===== src/rtl/ppo_pkg.sv =====
// Package for the passepartout overlay: payload types, edge type and constants.
`timescale 1ns / 1ps
package ppo_pkg;

	// Fixed widths of the configuration registers
	localparam int DIM_W    = 12;
	localparam int ASPECT_W = 16;
	localparam int CFG_W    = 16;
	localparam int IDX_W    = 2;

	// Edge positions are signed: a far edge may fall below zero on a tiny frame
	localparam int EDGE_W = DIM_W + 2;

	// Minimum distance of the inner rectangle from the frame border
	localparam int BORDER_GAP = 2;

	// Aspect ratio 1.0 in Q8.8
	localparam logic [ASPECT_W-1:0] ASPECT_ONE = 16'd256;

	// Register indices
	localparam logic [IDX_W-1:0] REG_FRAME_WIDTH  = 2'd0;
	localparam logic [IDX_W-1:0] REG_FRAME_HEIGHT = 2'd1;
	localparam logic [IDX_W-1:0] REG_ASPECT       = 2'd2;

	// Reset values of the registers
	localparam logic [DIM_W-1:0]    RST_FRAME_WIDTH  = 12'd128;
	localparam logic [DIM_W-1:0]    RST_FRAME_HEIGHT = 12'd128;
	localparam logic [ASPECT_W-1:0] RST_ASPECT       = 16'd256;

	// Quotient bits produced by the edge divider, one per cycle
	localparam int DIV_STEPS = DIM_W;

	// Dimmed alpha offset and opaque alpha
	localparam logic [7:0] DIM_ALPHA_OFS = 8'd96;
	localparam logic [7:0] ALPHA_OPAQUE  = 8'd255;

	typedef struct packed {
		logic [7:0] in_byte0;
		logic [7:0] in_byte1;
		logic [7:0] in_byte2;
		logic [7:0] in_byte3;
	} pix_t;

	typedef struct packed {
		logic [7:0] out_byte0;
		logic [7:0] out_byte1;
		logic [7:0] out_byte2;
		logic [7:0] out_byte3;
		logic       frame_done;
	} res_t;

	typedef struct packed {
		logic signed [EDGE_W-1:0] left;
		logic signed [EDGE_W-1:0] right;
		logic signed [EDGE_W-1:0] bottom;
		logic signed [EDGE_W-1:0] top;
	} edges_t;

endpackage


===== src/rtl/ppo_edge_calc.sv =====
// Multi-cycle computation of the inner rectangle edges from width, height and aspect.
`timescale 1ns / 1ps
module ppo_edge_calc (
	input  logic                            clk,
	input  logic                            arst_n,
	input  logic                            start,
	input  logic [ppo_pkg::DIM_W-1:0]       width,
	input  logic [ppo_pkg::DIM_W-1:0]       height,
	input  logic [ppo_pkg::ASPECT_W-1:0]    aspect,
	output logic                            busy,
	output ppo_pkg::edges_t                 edges
);
	import ppo_pkg::*;

	localparam logic [1:0] ST_IDLE  = 2'd0;
	localparam logic [1:0] ST_MUL   = 2'd1;
	localparam logic [1:0] ST_DIV   = 2'd2;
	localparam logic [1:0] ST_APPLY = 2'd3;

	localparam int PROD_W = DIM_W + ASPECT_W;
	localparam int DEN_W  = ASPECT_W + 1;
	localparam int CNT_W  = $clog2(DIV_STEPS);
	localparam int LO_SH  = 9;

	logic [1:0]            state_q;
	logic [CNT_W-1:0]      cnt_q;
	logic [DEN_W-1:0]      rem_q;
	logic [DIV_STEPS-1:0]  low_q;
	logic [DIV_STEPS-1:0]  quo_q;
	edges_t                edges_q;

	logic                  wide;
	logic                  tall;
	logic [DIM_W-1:0]      mul_a;
	logic [ASPECT_W-1:0]   mul_b;
	logic [PROD_W-1:0]     product;
	logic [DEN_W-1:0]      den;
	logic [DEN_W:0]        trial;
	logic                  fits;
	logic [DIM_W:0]        cand;
	logic [DIM_W-1:0]      half_w;
	logic [DIM_W-1:0]      half_h;
	logic [DIM_W:0]        near_w;
	logic [DIM_W:0]        near_h;
	logic signed [EDGE_W-1:0] w_s;
	logic signed [EDGE_W-1:0] h_s;
	logic signed [EDGE_W-1:0] gap_s;
	edges_t                edges_d;

	assign wide = aspect < ASPECT_ONE;
	assign tall = aspect > ASPECT_ONE;

	// One shared multiplier: width by (1.0 - aspect) or height by (aspect - 1.0)
	assign mul_a   = wide ? width : height;
	assign mul_b   = wide ? ASPECT_W'(ASPECT_ONE - aspect) : ASPECT_W'(aspect - ASPECT_ONE);
	assign product = PROD_W'(mul_a) * PROD_W'(mul_b);

	// Restoring division by twice the aspect; the quotient stays below height / 2
	assign den   = {aspect, 1'b0};
	assign trial = {rem_q, low_q[DIV_STEPS-1]};
	assign fits  = trial >= {1'b0, den};

	assign w_s   = $signed({2'b00, width});
	assign h_s   = $signed({2'b00, height});
	assign gap_s = EDGE_W'(BORDER_GAP);

	assign cand   = {1'b0, quo_q} + (DIM_W + 1)'(BORDER_GAP);
	assign half_w = width >> 1;
	assign half_h = height >> 1;
	assign near_w = (cand > {1'b0, half_w}) ? {1'b0, half_w} : cand;
	assign near_h = (cand > {1'b0, half_h}) ? {1'b0, half_h} : cand;

	always_comb begin
		edges_d.left   = gap_s;
		edges_d.bottom = gap_s;
		edges_d.right  = w_s - gap_s;
		edges_d.top    = h_s - gap_s;
		if (wide) begin
			edges_d.left  = $signed({1'b0, near_w});
			edges_d.right = w_s - $signed({1'b0, near_w});
		end else if (tall) begin
			edges_d.bottom = $signed({1'b0, near_h});
			edges_d.top    = h_s - $signed({1'b0, near_h});
		end
	end

	always_ff @(posedge clk or negedge arst_n) begin
		if (!arst_n) begin
			state_q        <= ST_IDLE;
			cnt_q          <= '0;
			edges_q.left   <= EDGE_W'(BORDER_GAP);
			edges_q.bottom <= EDGE_W'(BORDER_GAP);
			edges_q.right  <= EDGE_W'({2'b00, RST_FRAME_WIDTH}) - EDGE_W'(BORDER_GAP);
			edges_q.top    <= EDGE_W'({2'b00, RST_FRAME_HEIGHT}) - EDGE_W'(BORDER_GAP);
		end else if (start) begin
			// A fresh write restarts the computation with the latest registers
			state_q <= ST_MUL;
		end else begin
			case (state_q)
				ST_IDLE: begin
					state_q <= ST_IDLE;
				end
				ST_MUL: begin
					cnt_q   <= '0;
					state_q <= tall ? ST_DIV : ST_APPLY;
				end
				ST_DIV: begin
					cnt_q <= cnt_q + 1'b1;
					if (cnt_q == CNT_W'(DIV_STEPS - 1)) begin
						state_q <= ST_APPLY;
					end
				end
				ST_APPLY: begin
					edges_q <= edges_d;
					state_q <= ST_IDLE;
				end
				default: begin
					state_q <= ST_IDLE;
				end
			endcase
		end
	end

	// Datapath registers, no reset needed
	always_ff @(posedge clk) begin
		if (state_q == ST_MUL) begin
			rem_q <= {1'b0, product[PROD_W-1:DIV_STEPS]};
			low_q <= product[DIV_STEPS-1:0];
			quo_q <= product[LO_SH+DIV_STEPS-1:LO_SH];
		end else if (state_q == ST_DIV) begin
			rem_q <= fits ? DEN_W'(trial - {1'b0, den}) : trial[DEN_W-1:0];
			low_q <= {low_q[DIV_STEPS-2:0], 1'b0};
			quo_q <= {quo_q[DIV_STEPS-2:0], fits};
		end
	end

	assign busy  = state_q != ST_IDLE;
	assign edges = edges_q;

endmodule


===== src/rtl/passepartout_overlay.sv =====
// Passepartout overlay top level: frame counters, pixel shading and output buffer.
//
// Pixels enter on the pixel channel (pixel_valid, pixel_stall, pixel) in raster
// order and leave on the result channel (result_valid, result_stall, result),
// one result beat per pixel beat, with frame_done set on the last pixel.
// A pixel beat is shaded in the cycle it is accepted and is held in the output
// register, or the skid register under a stall; one pixel per clock is sustained
// while the receiver keeps result_stall low and no edge computation is running.
// The output register is backed by a skid register, so a stall on the result
// side stalls the pixel side once a beat waits in skid, and no beat is lost.
// A configuration write (cfg_we, cfg_index, cfg_data) to one of the three
// registers recomputes the inner rectangle: a multiply step, a restoring division
// when the aspect is above 1.0, and a step to load the edges. The pixel channel
// is stalled during any write and while the edge computation is busy.
// Reset clears the counters, empties the output stage and loads a 128 by 128
// frame with aspect 1.0 and its edges.
`timescale 1ns / 1ps
module passepartout_overlay #(
	parameter int DIM_BITS = 12
) (
	input  logic                          clk,
	input  logic                          arst_n,
	input  logic                          cfg_we,
	input  logic [ppo_pkg::IDX_W-1:0]     cfg_index,
	input  logic [ppo_pkg::CFG_W-1:0]     cfg_data,
	input  logic                          pixel_valid,
	output logic                          pixel_stall,
	input  ppo_pkg::pix_t                 pixel,
	output logic                          result_valid,
	input  logic                          result_stall,
	output ppo_pkg::res_t                 result
);
	import ppo_pkg::*;

	localparam int CW = (DIM_BITS + 1 > DIM_W) ? DIM_BITS + 1 : DIM_W;
	localparam int SW = ((DIM_BITS + 1 > EDGE_W) ? DIM_BITS + 1 : EDGE_W) + 1;

	logic [DIM_W-1:0]     width_q;
	logic [DIM_W-1:0]     height_q;
	logic [ASPECT_W-1:0]  aspect_q;
	logic [DIM_BITS-1:0]  col_q;
	logic [DIM_BITS-1:0]  row_q;
	res_t                 out_q;
	res_t                 skid_q;
	logic                 out_valid_q;
	logic                 skid_valid_q;

	logic                 cfg_hit;
	logic                 calc_busy;
	edges_t               edges;
	logic                 take;
	logic                 out_free;
	logic [DIM_BITS:0]    col_inc;
	logic [DIM_BITS:0]    row_inc;
	logic                 row_end;
	logic                 frame_end;
	logic signed [SW-1:0] x;
	logic signed [SW-1:0] y;
	logic signed [SW-1:0] el;
	logic signed [SW-1:0] er;
	logic signed [SW-1:0] eb;
	logic signed [SW-1:0] et;
	logic                 interior;
	logic                 vert;
	logic                 horz;
	res_t                 shaded;

	assign cfg_hit = cfg_we && (cfg_index == REG_FRAME_WIDTH ||
		cfg_index == REG_FRAME_HEIGHT || cfg_index == REG_ASPECT);

	always_ff @(posedge clk or negedge arst_n) begin
		if (!arst_n) begin
			width_q  <= RST_FRAME_WIDTH;
			height_q <= RST_FRAME_HEIGHT;
			aspect_q <= RST_ASPECT;
		end else if (cfg_we) begin
			case (cfg_index)
				REG_FRAME_WIDTH:  width_q  <= cfg_data[DIM_W-1:0];
				REG_FRAME_HEIGHT: height_q <= cfg_data[DIM_W-1:0];
				REG_ASPECT:       aspect_q <= cfg_data[ASPECT_W-1:0];
				default: ;
			endcase
		end
	end

	ppo_edge_calc u_edge_calc (
		.clk    (clk),
		.arst_n (arst_n),
		.start  (cfg_hit),
		.width  (width_q),
		.height (height_q),
		.aspect (aspect_q),
		.busy   (calc_busy),
		.edges  (edges)
	);

	assign pixel_stall = skid_valid_q || calc_busy || cfg_we;
	assign take        = pixel_valid && !pixel_stall;

	// Position bookkeeping; a count at or beyond the size ends the row or frame
	assign col_inc   = {1'b0, col_q} + 1'b1;
	assign row_inc   = {1'b0, row_q} + 1'b1;
	assign row_end   = CW'(col_inc) >= CW'(width_q);
	assign frame_end = row_end && (CW'(row_inc) >= CW'(height_q));

	always_ff @(posedge clk or negedge arst_n) begin
		if (!arst_n) begin
			col_q <= '0;
			row_q <= '0;
		end else if (take) begin
			if (row_end) begin
				col_q <= '0;
				row_q <= frame_end ? '0 : row_inc[DIM_BITS-1:0];
			end else begin
				col_q <= col_inc[DIM_BITS-1:0];
			end
		end
	end

	assign x  = $signed({{(SW - DIM_BITS){1'b0}}, col_q});
	assign y  = $signed({{(SW - DIM_BITS){1'b0}}, row_q});
	assign el = {{(SW - EDGE_W){edges.left[EDGE_W-1]}}, edges.left};
	assign er = {{(SW - EDGE_W){edges.right[EDGE_W-1]}}, edges.right};
	assign eb = {{(SW - EDGE_W){edges.bottom[EDGE_W-1]}}, edges.bottom};
	assign et = {{(SW - EDGE_W){edges.top[EDGE_W-1]}}, edges.top};

	assign interior = x > el && x < er && y > eb && y < et;
	assign vert     = (x == el || x == er) && y >= eb && y <= et;
	assign horz     = (y == eb || y == et) && x >= el && x <= er;

	always_comb begin
		shaded.out_byte0  = pixel.in_byte0;
		shaded.out_byte1  = pixel.in_byte1;
		shaded.out_byte2  = pixel.in_byte2;
		shaded.out_byte3  = pixel.in_byte3;
		shaded.frame_done = frame_end;
		if (interior) begin
			shaded.out_byte0 = pixel.in_byte0;
		end else if (vert || horz) begin
			// The vertical edges take precedence at the corners, dashed by row
			if (vert ? y[0] : x[0]) begin
				shaded.out_byte0 = '0;
				shaded.out_byte1 = '0;
				shaded.out_byte2 = '0;
				shaded.out_byte3 = ALPHA_OPAQUE;
			end
		end else begin
			shaded.out_byte0 = pixel.in_byte0 >> 1;
			shaded.out_byte1 = pixel.in_byte1 >> 1;
			shaded.out_byte2 = pixel.in_byte2 >> 1;
			shaded.out_byte3 = (pixel.in_byte3 >> 1) + DIM_ALPHA_OFS;
		end
	end

	assign out_free = !out_valid_q || !result_stall;

	always_ff @(posedge clk or negedge arst_n) begin
		if (!arst_n) begin
			out_valid_q  <= 1'b0;
			skid_valid_q <= 1'b0;
		end else if (out_free) begin
			if (skid_valid_q) begin
				out_valid_q  <= 1'b1;
				skid_valid_q <= 1'b0;
			end else begin
				out_valid_q <= take;
			end
		end else if (take) begin
			skid_valid_q <= 1'b1;
		end
	end

	always_ff @(posedge clk) begin
		if (out_free) begin
			if (skid_valid_q) begin
				out_q <= skid_q;
			end else if (take) begin
				out_q <= shaded;
			end
		end else if (take) begin
			skid_q <= shaded;
		end
	end

	assign result_valid = out_valid_q;
	assign result       = out_q;

endmodule

===== config.mk =====
export PLATFORM = sky130hd
export DESIGN_NAME = passepartout_overlay
export DESIGN_NICKNAME = d
export VERILOG_FILES = /design/src/rtl/ppo_pkg.sv /design/src/rtl/ppo_edge_calc.sv /design/src/rtl/passepartout_overlay.sv
export SDC_FILE = /design/constraint.sdc
export NUM_CORES = 1
export LEC_CHECK = 0
export BUFFER_PORTS_ARGS = -buffer_cell sky130_fd_sc_hd__buf_2
export CORE_MARGIN = 2
export CORE_UTILIZATION = 45
export CTS_CLUSTER_SIZE = 16
export DETAILED_ROUTE_END_ITERATION = 8
export PLACE_DENSITY_LB_ADDON = 0.12
export SLEW_MARGIN = 20
export SYNTH_ARGS = -nofsm -noshare
export SYNTH_HDL_FRONTEND = slang
export SYNTH_SLANG_ARGS = --single-unit
export TNS_END_PERCENT = 10

===== constraint.sdc =====
create_clock -name clk -period 16.2 [get_ports clk]
set_clock_uncertainty 0.2 [all_clocks]
set_input_delay 1.62 -clock clk [delete_from_list [all_inputs] [get_ports clk]]
set_output_delay 1.62 -clock clk [all_outputs]
set_load 0.1 [all_outputs]

==> impl_results.md, run 1 <==
- Cell breakdown of the critical path: or4_1 -> nor3_2 -> and2_2 -> o21ai_0 -> xnor2_1 -> nand2_1 -> fa_1 -> fa_1 -> inv_1 -> ha_1 -> fa_1 -> inv_1 -> fa_1 -> inv_1 -> ha_1 -> or2_2 -> a41oi_1 -> o21ai_0 -> a22o_1 -> o41ai_1 -> xor2_1 -> mux2i_1
- Commonest cells after routing, fill and taps aside: nand2_1, inv_1, ha_1
- Relative slew slack: between 20% and 30%
- Total via count after detailed routing: between 15000 and 20000
- CTS tree: done
- Die height: roughly 220 um
- Initial core utilization: between 40% and 50%
- Insertion delay to the later sink of the worst-skew pair: between 500 and 600 ps
- Last weighted congestion value of the routability-driven placer: 0.921
- Data arrival at the endpoint of the critical path: about 9000 ps
- Vias in the first global route: approximately 17000
- TritonRoute pass-1 iters: 5
- Final worst-path cycle share: about 55%
- Maximum clock frequency: around 110 MHz
- Worst path depth: 22
- Fin nets: 2731
- Number of antenna diodes: 0
- Most used flip-flop cell after synthesis: dfrtp_1
- Post-place setup slack: approximately 7400 ps
- Detailed Route WL: between 50 and 60 mm
- Critical setup path kind: reg -> reg
- Pins over their slew limit: 0
- Synth async-reset ratio: roughly 54%
- CTS H-Tree Depth: 1
- Setup repair after global routing missed its margin: false
- Share of synthesized area occupied by flip-flops and latches: around 30%
- Count of final hold-check violations: 0
- Worst Tran Pin Value: approximately 1100 ps
- Wire length of the first global-routing pass: approximately 94 mm
- Yosys reg bits: approximately 230
- Worst hold margin: between 200 and 300 ps
- Kind of start point of the critical path: flop
- Outcome: finished clean
- Antenna violations before repair: 0
- Synthesis-to-finish area growth: 9.77%
- Setup violators final: 0
- Depth of the worst hold-timing path: 2
- IO Pins: 90
- Post-cts gate resize count: 0
- Number of buffers created by CTS: 27
- Kind of cell with the highest combined delay on the critical path: adder cells
- Most common cell after layout, fill and taps aside: nand2_1
- Total standard cell area after synthesis: between 20000 and 25000 sq um
- Total cell area at the placement stage: approximately 22000 sq um
- Die W: around 220 um
- Overall global routing resource usage: 23.9%
- Largest buffer count on any clock path: 3
- R2R cell count: 22
- Cell area after layout: ~23000 sq um
- Highest fanout seen on the critical path: 51
- Crit path capture type: flop
- Fraction of final layout cells sized beyond drive strength 1: a little under an eighth
- Num rows: 79
- Overflow left after global routing: 0
- Count of distinct cell types in the synthesized netlist: 76
- Fin crit period: around 8900 ps
- Max Cap Violations: 0
- Highest-delay cell along the critical path: and2_2
- CTS clock-pin slew for the worst setup and hold paths: 60 ps
- Drt wl/cell: ~20 um
- Worst-case setup margin in the final layout: roughly 7300 ps
- Register-to-register setup slack: about 7300 ps
- Post-cts hold buffer count: 0
- EDFF count, synth: 106
- DP HPWL: ~44 mm
- Maximum number of pins on one net before global-route repair: 79
- Per-instance average area after synthesis: about 9.5 sq um
- Count of input and output buffers: 89
- Total DRC errors in the routed layout: 0
- Setup TNS: 0 ps
- Count of mapped cells out of synthesis: approximately 2300
- DR vias/cell: roughly 5.6
- Area of the core region: about 47000 sq um
- TritonCTS sink count: between 200 and 250
- Post-route antenna net violation count: 0
- Type of the worst min-delay path: reg -> reg
- Largest incremental delay on the critical path: ~900 ps
- Library cell appearing most often on the critical path: fa_1
- 1st-iter DRT viols: ~940
- Critical path buffer and inverter count: 3
- Count of warnings emitted by yosys: 0
- Post-CTS setup-driven buffer insertion count: 0
- Required time of the critical path: roughly 16000 ps
- Die outline area: about 50000 sq um
- Clock root buffer: clkbuf_16
cells by family after synthesis:
group | synth area share [%]
AND/OR/NAND/NOR | 14.1
AO/OA/AOI/OAI | 13.6
buffers and inverters | 6.48
adder cells (fa/ha/maj) | 26.0
flip-flops | 29.9
multiplexers | 5.69
XOR/XNOR | 4.30
other | 0.0176
layer usage:
metal  wire length [um]  up-vias  GRT usage (%)
met5                  0        -              0
met1              25500     8158           32.0
met2              27300      384           40.2
met4               1960        0           7.85
met3               2780      107           2.99
li1                   -     7904              -
final cells by class:
class / instances / area [sq um]
fillers: 4403 / 23200
multi-input cells: 1661 / 13700
flip-flops and latches: 233 / 6380
inverters: 278 / 1040
well taps: 607 / 759
clock buffers: 37 / 713
repair buffers: 117 / 682
clock inverters: 13 / 189
worst register-to-register path, delay by kind of cell (launching register included):
kind,cells,cell delay (ps)
mux,1,80
flops,1,460
fa+ha+maj,6,2750
buf+inv,3,140
compound gates,5,1800
simple gates,5,2140
xor+xnor,2,1030
state kept, by name, indices dropped and copies added (netlist names):
| register | cells |
|---|---|
| aspect_q | 16 |
| col_q | 12 |
| height_q | 12 |
| result | 33 |
| result_valid | 1 |
| row_q | 12 |
| skid_q | 33 |
| skid_valid_q | 1 |
| u_edge_calc.cnt_q | 4 |
| u_edge_calc.edges | 54 |
| u_edge_calc.low_q | 12 |
| u_edge_calc.quo_q | 12 |
| u_edge_calc.rem_q | 17 |
| u_edge_calc.state_q | 2 |
| width_q | 12 |
through the flow:
step / utilization, % / std cells
after detailed placement: 48.2 / 2895
after floorplan: - / 2255
final: 50.3 / 2946
after global placement: 48.2 / 2895
after global routing: 50.3 / 2946
after CTS: 50.2 / 2945
path summary, 6_finish.rpt:
| kind | from | endpoint |
|---|---|---|
| hold reg to reg | u_edge_calc.edges[47]$_DFFE_PN0P_ | u_edge_calc.edges[47]$_DFFE_PN0P_ |
| hold / removal | u_edge_calc.edges[47]$_DFFE_PN0P_ | u_edge_calc.edges[47]$_DFFE_PN0P_ |
| setup / recovery | aspect_q[13]$_DFFE_PN0P_ | u_edge_calc.rem_q[13]$_DFFE_PN_ |
| min in group asynchronous | arst_n | row_q[4]$_DFFE_PN0P_ |
| setup reg to reg | aspect_q[13]$_DFFE_PN0P_ | u_edge_calc.rem_q[13]$_DFFE_PN_ |
| max in group asynchronous | arst_n | u_edge_calc.edges[16]$_DFFE_PN0P_ |
cell usage after synthesis, types with 15 or more instances:
cell      count  area share, %
nand2_1     281            4.9
inv_1       278            4.9
ha_1        215             13
fa_1        143             13
o21ai_0     115            2.7
dfrtp_1     109             13
nor2_1      108            1.9
edfxtp_1    106             15
a21oi_1      81            1.9
mux2_2       74            3.9
xnor2_1      73            3.0
clkbuf_1     66            1.2
and2_1       54            1.6
nand3_1      50            1.2
nor3_1       37           0.87
mux2i_1      36            1.7
a21o_1       30            1.1
xor2_1       30            1.2
a22o_1       26            1.1
a211oi_1     23           0.81
o31ai_1      23           0.81
nand4_1      21           0.62
dfstp_2      17            2.1
nand2b_1     16           0.47
o21a_1       16           0.56
nor2b_1      15           0.44
Power of run 1 is not shown: default switching activity piles up to over one toggle a cycle in this logic, so the estimate is an artifact.
==> run 2: changes to the inputs <==
clock period = 9 ns   (was 16.2 ns; I/O delays follow)
==> run 2 against run 1 <==
  * Fmax up 9.0%
  * Largest cell class unchanged
  * Critical path depth up 1
  * Sequential share of layout area down 0.20 points
  * Die area unchanged
  * Core utilization up 0.37 points
  * Count of clock-buffer cells in the layout up 8
  * Routed wire length up 0.12%
==> impl_results.md, run 2 (synthesis results as in run 1) <==
- Outcome: finished clean
- Vias in the first global route: around 17000
- Kind of cell with the highest combined delay on the critical path: adder cells
- IO Pins: 90
- Detailed Route WL: approximately 58 mm
- Fill count: around 4300
- Max Cap Violations: 0
- Maximum number of pins on one net before global-route repair: slightly below 70
- Overall global routing resource usage: a little under a quarter
- Fin crit period: a little over 8000 ps
- Number of antenna diodes: 0
- 1st-iter DRT viols: approximately 1200
- TritonCTS sink count: roughly 230
- TritonRoute pass-1 iters: 5
- M2 GR Usage: 40.2%
- Fraction of final layout cells sized beyond drive strength 1: around an eighth
- Total DRC errors in the routed layout: 0
- Last weighted congestion value of the routability-driven placer: between 0.9 and 1
- Overflow left after global routing: 0
- Num rows: 79
- Critical setup path kind: reg -> reg
- Most common cell after layout, fill and taps aside: nand2_1
- CTS tree: done
- Die outline area: 49200 sq um
- Count of final hold-check violations: 0
- Die W: 222 um
- Post-route antenna net violation count: 0
- DP HPWL: between 40 and 50 mm
- Library cell appearing most often on the critical path: fa_1
- Kind of start point of the critical path: flop
- Drt wl/cell: between 15 and 20 um
- Grt met1 use: a little under a third
- Register-to-register setup slack: between 800 and 900 ps
- Clock root buffer: clkbuf_16
- R2R cell count: 23
- Setup repair after global routing missed its margin: false
- Synthesis-to-finish area growth: 10.6%
- Cell breakdown of the critical path: or4_1 -> nor3_2 -> and2_2 -> o21ai_0 -> xnor2_1 -> buf_4 -> nand2_1 -> fa_1 -> fa_1 -> inv_1 -> ha_1 -> fa_1 -> inv_1 -> fa_1 -> inv_1 -> ha_1 -> or2_2 -> a41oi_1 -> o21ai_0 -> a41oi_1 -> o21ai_0 -> xor2_1 -> mux2_2
- Relative slew slack: 31.1%
- Maximum clock frequency: around 120 MHz
- Global-route met3 utilization: under 10%
- CTS clock-pin slew for the worst setup and hold paths: 60 ps
- Post-cts hold buffer count: 0
- Type of the worst min-delay path: in -> async
- Area of the core region: about 47000 sq um
- DR vias/cell: roughly 5.6
- Most used routing layer: met2
- Antenna violations before repair: 0
- Insertion delay to the later sink of the worst-skew pair: 580 ps
- Setup TNS: 0 ps
- Cell area after layout: about 24000 sq um
- Post-CTS setup-driven buffer insertion count: 0
- Setup violators final: 0
- Pins over their slew limit: 0
- CTS H-Tree Depth: 1
- Wire length of the first global-routing pass: between 90 and 100 mm
- Highest-delay cell along the critical path: and2_2
- Number of flip-flops in the largest register: 54
- Required time of the critical path: about 9100 ps
- Final worst-path cycle share: 90.6%
- Initial core utilization: 45.8%
- Largest incremental delay on the critical path: between 600 and 700 ps
- Critical path buffer and inverter count: 4
- Crit path capture type: flop
- Area taken by flip-flops and latches: roughly 6400 sq um
- Total via count after detailed routing: about 17000
- Combined area of the multi-input logic cells: 13700 sq um
- Commonest cells after routing, fill and taps aside: nand2_1, inv_1, ha_1
- Highest fanout seen on the critical path: 32
- Startpoint of the most critical register-to-register path: aspect_q[12]$_DFFE_PN0P_
- Largest buffer count on any clock path: 3
- Endpoint of the worst register-to-register path: u_edge_calc.quo_q[10]$_DFFE_PN_
- Fin nets: about 2700
- Count of input and output buffers: 89
- Die height: 222 um
- Number of buffers created by CTS: 29
- Worst Tran Pin Value: around 1000 ps
- Total cell area at the placement stage: approximately 23000 sq um
- Data arrival at the endpoint of the critical path: 8280 ps
- Post-cts gate resize count: 0
-- run 2: cell types whose count changed in the layout (fill, tap and decap cells not counted), sizes merged --
cell and change:
clkinvlp -1, clkbuf +8, bufinv -3, buf +13
-- run 2: cell type report --
| class | count | area share, % |
|---|---|---|
| Sequential cell | 233 | 27.0 |
| Inverter | 278 | 4.42 |
| Timing Repair Buffer | 130 | 3.30 |
| Tap cell | 607 | 3.22 |
| Clock buffer | 45 | 3.85 |
| Multi-Input combinational cell | 1661 | 57.8 |
| Clock inverter | 9 | 0.413 |
-- run 2: worst max path at each step --
| stage | start | endpoint | slack (ps) | depth (start not counted) |
|---|---|---|---|---|
| after detailed placement | aspect_q[14]$_DFFE_PN0P_ | u_edge_calc.quo_q[10]$_DFFE_PN_ | 660 | 22 |
| after floorplan | aspect_q[3]$_DFFE_PN0P_ | u_edge_calc.rem_q[13]$_DFFE_PN_ | 1850 | 25 |
| after global routing | aspect_q[12]$_DFFE_PN0P_ | u_edge_calc.quo_q[10]$_DFFE_PN_ | 310 | 23 |
| after CTS | aspect_q[12]$_DFFE_PN0P_ | u_edge_calc.quo_q[10]$_DFFE_PN_ | 670 | 22 |
| final | aspect_q[12]$_DFFE_PN0P_ | u_edge_calc.quo_q[10]$_DFFE_PN_ | 850 | 23 |
| after global placement | aspect_q[14]$_DFFE_PN0P_ | u_edge_calc.quo_q[10]$_DFFE_PN_ | 940 | 22 |
-- run 2: worst register-to-register path, stage by stage (launching register included) --
cell,delay [ps]
dfrtp_1,410
or4_1,530
nor3_2,230
and2_2,630
o21ai_0,340
xnor2_1,240
buf_4,200
nand2_1,90
fa_1,520
fa_1,530
inv_1,50
ha_1,310
fa_1,530
inv_1,50
fa_1,530
inv_1,40
ha_1,330
or2_2,330
a41oi_1,400
o21ai_0,380
a41oi_1,410
o21ai_0,160
xor2_1,180
mux2_2,280
-- run 2: stage by stage --
step	instances	util [%]	hold slack (ps)	setup slack, ps
global route	2963	50.6	122	307
detailed placement	2909	48.5	269	659
finish	2963	50.6	88.9	850
floorplan	2255	-	249	1850
CTS	2963	50.6	108	667
global placement	2908	48.4	261	941
-- run 2: per-layer routing --
layer | vias up | share of wire [%]
met4 | 0 | 3.9
met5 | - | 0
li1 | 7941 | -
met3 | 94 | 3.9
met1 | 8205 | 44
met2 | 377 | 48
Power of run 2 is left out for the same reason.
==> run 3: changes to the inputs <==
ABC_AREA = 1   (was default)
==> run 3 against run 2 <==
  * First-iteration DRC count increased by 17%
  * Via count increased by 17%
  * Critical endpoint is now u_edge_calc.quo_q[4]$_DFFE_PN_
  * Core utilization decreased by 0.88 points
==> impl_results.md, run 3 <==
- Outcome: finished clean
- Final worst-path cycle share: 88.0%
- Routed wire length on met3: 2.94 mm
- Critical setup path kind: reg -> reg
- Proportion of netlist area held by the largest area contributor: 14.2%
- DR vias/cell: about 5.3
- Number of buffers created by CTS: 28
- Synth async-reset ratio: between 50% and 60%
- Data arrival at the endpoint of the critical path: between 8000 and 9000 ps
- Combined area of the multi-input logic cells: 13700 sq um
- Top routing layer used: met4
- CTS tree: done
- Setup repair after global routing missed its margin: false
- DP HPWL: 54.4 mm
- CTS clock-pin slew for the worst setup and hold paths: 60 ps
- Most used standard cell by instance count after synthesis: nand2_1
- Total standard cell area after synthesis: roughly 22000 sq um
- TritonCTS sink count: around 230
- Count of mapped cells out of synthesis: between 2000 and 3000
- Overflow left after global routing: 0
- Post-synthesis cell type with the largest combined area: edfxtp_1
- Num rows: 81
- TritonRoute pass-1 iters: 5
- Count of warnings emitted by yosys: 0
- Highest fanout seen on the critical path: 34
- Fin nets: roughly 3400
- Area taken by flip-flops and latches: ~6400 sq um
- Share of synthesized area occupied by flip-flops and latches: 28.5%
- Fin crit period: 7920 ps
- Worst hold margin: approximately 94 ps
- Max Cap Violations: 0
- Die outline area: around 51000 sq um
- Most used flip-flop cell after synthesis: dfrtp_1
- Pins over their slew limit: 0
- Number of antenna diodes: 0
- Commonest cells after routing, fill and taps aside: nand2_1, inv_1, ha_1
- Count of input and output buffers: 89
- Worst Tran Pin Value: roughly 1100 ps
- Drt wl/cell: 18.8 um
- Die height: around 230 um
- Routed met2 length: around 34 mm
- Highest-delay cell along the critical path: nor2_4
- CTS H-Tree Depth: 1
- Area of the core region: 49000 sq um
- Total DRC errors in the routed layout: 0
- Setup violators final: 0
- Post-CTS setup-driven buffer insertion count: 0
- 1st-iter DRT viols: between 1000 and 1500
- Total via count after detailed routing: roughly 19000
- Wire length of the first global-routing pass: 108 mm
- Setup TNS: 0 ps
- Required time of the critical path: a little over 9000 ps
- Insertion delay to the later sink of the worst-skew pair: just under 600 ps
- Post-cts gate resize count: 0
- List of most frequent post-synthesis cells: nand2_1, inv_1, ha_1, nor2_1, o21ai_0
- Post-cts hold buffer count: 0
- Initial core utilization: a little under half
- Maximum number of pins on one net before global-route repair: 71
- Count of distinct cell types in the synthesized netlist: 59
- Count of final hold-check violations: 0
- Kind of start point of the critical path: flop
- Type of the worst min-delay path: in -> async
- Last weighted congestion value of the routability-driven placer: roughly 0.95
- Largest buffer count on any clock path: 3
- Synthesis-to-finish area growth: 8.94%
- Largest incremental delay on the critical path: just under 600 ps
- Die W: ~230 um
- Number of flip-flops in the largest register: 54
- Crit path capture type: flop
- Post-route antenna net violation count: 0
- Cell types with the largest area share after synthesis: edfxtp_1, nand2_1, fa_1
- Maximum clock frequency: ~130 MHz
- Overall global routing resource usage: between 20% and 30%
- Yosys reg bits: 233
- Library cell appearing most often on the critical path: inv_1
- Vias in the first global route: 19500
- Length of routed wiring on met1: about 29 mm
- IO Pins: 90
- Detailed Route WL: between 60 and 70 mm
- Fraction of final layout cells sized beyond drive strength 1: under 10%
- Per-instance average area after synthesis: between 7 and 8 sq um
- Most common cell after layout, fill and taps aside: nand2_1
- EDFF count, synth: 106
- Relative slew slack: around a quarter
- Clock root buffer: clkbuf_16
- Fill count: ~5000
- Antenna violations before repair: 0
run 3: cell types whose count changed after synthesis, sizes merged, moves of 26 or more:
cell    delta
nand2    +548
o21ai     +74
nor2      +85
mux2      -76
a22o      -26
buf       +28
inv      +223
and2      -54
a21oi     +46
clkbuf    -41
nand3    +112
xnor2     -56
mux2i     -36
run 3: layout make-up:
class                   count  share of cell area, %
clock buffers              41                   3.12
clock inverters            11                  0.483
repair buffers            113                   2.59
flip-flops and latches    233                   26.2
multi-input cells        2104                   56.4
inverters                 504                   7.77
well taps                 664                   3.41
run 3: layer usage:
metal  up-vias  track usage (%)
met1      9283             34.4
met3       135             2.14
met2       537             48.3
li1       9455                -
met4         0             12.3
met5         -                0
run 3: cell families (layout without fill, tap and decap cells):
logic type      after synthesis  in the layout  share of synthesized area, %
simple gates               1273           1273                          23.9
other cells                   1              2                        0.0168
compound gates              400            400                          9.88
xor+xnor                     71             71                          2.82
fa+ha+maj                   358            358                          24.8
flops                       233            233                          28.5
buf+inv                     574            669                          10.1
run 3: worst max-delay path, delay by kind of cell (launching register included):
| family | cells | cell delay, ps |
|---|---|---|
| AOI/OAI and AO/OA | 5 | 1200 |
| adders and majority gates | 7 | 2960 |
| DFF | 1 | 420 |
| buffers and inverters | 6 | 790 |
| xor gates and xnor gates | 2 | 820 |
| and+or+nand+nor | 5 | 1350 |
run 3: per-stage QoR:
step / setup WS, ps / util [%] / instances / area, sq um
final: 1080 / 49.7 / 3670 / 24400
after global routing: 641 / 49.7 / 3670 / 24400
after CTS: 1140 / 49.7 / 3670 / 24400
after detailed placement: 1170 / 48.0 / 3618 / 23500
after global placement: 873 / 47.9 / 3618 / 23500
after floorplan: 2720 / - / 2911 / 22400
run 3: worst paths after layout:
kind,from,endpoint,slack (ps),cells after the start
worst max-delay path,aspect_q[9]$_DFFE_PN0P_,u_edge_calc.quo_q[4]$_DFFE_PN_,1080,25
worst min-delay path,arst_n,row_q[10]$_DFFE_PN0P_,90,1
worst max register to register,aspect_q[9]$_DFFE_PN0P_,u_edge_calc.quo_q[4]$_DFFE_PN_,1080,25
worst min register to register,u_edge_calc.edges[1]$_DFFE_PN1P_,u_edge_calc.edges[1]$_DFFE_PN1P_,280,2
max in group asynchronous,arst_n,col_q[1]$_DFFE_PN0P_,7160,2
min in group clk,u_edge_calc.edges[1]$_DFFE_PN1P_,u_edge_calc.edges[1]$_DFFE_PN1P_,280,2
Power of run 3 is left out for the same reason.
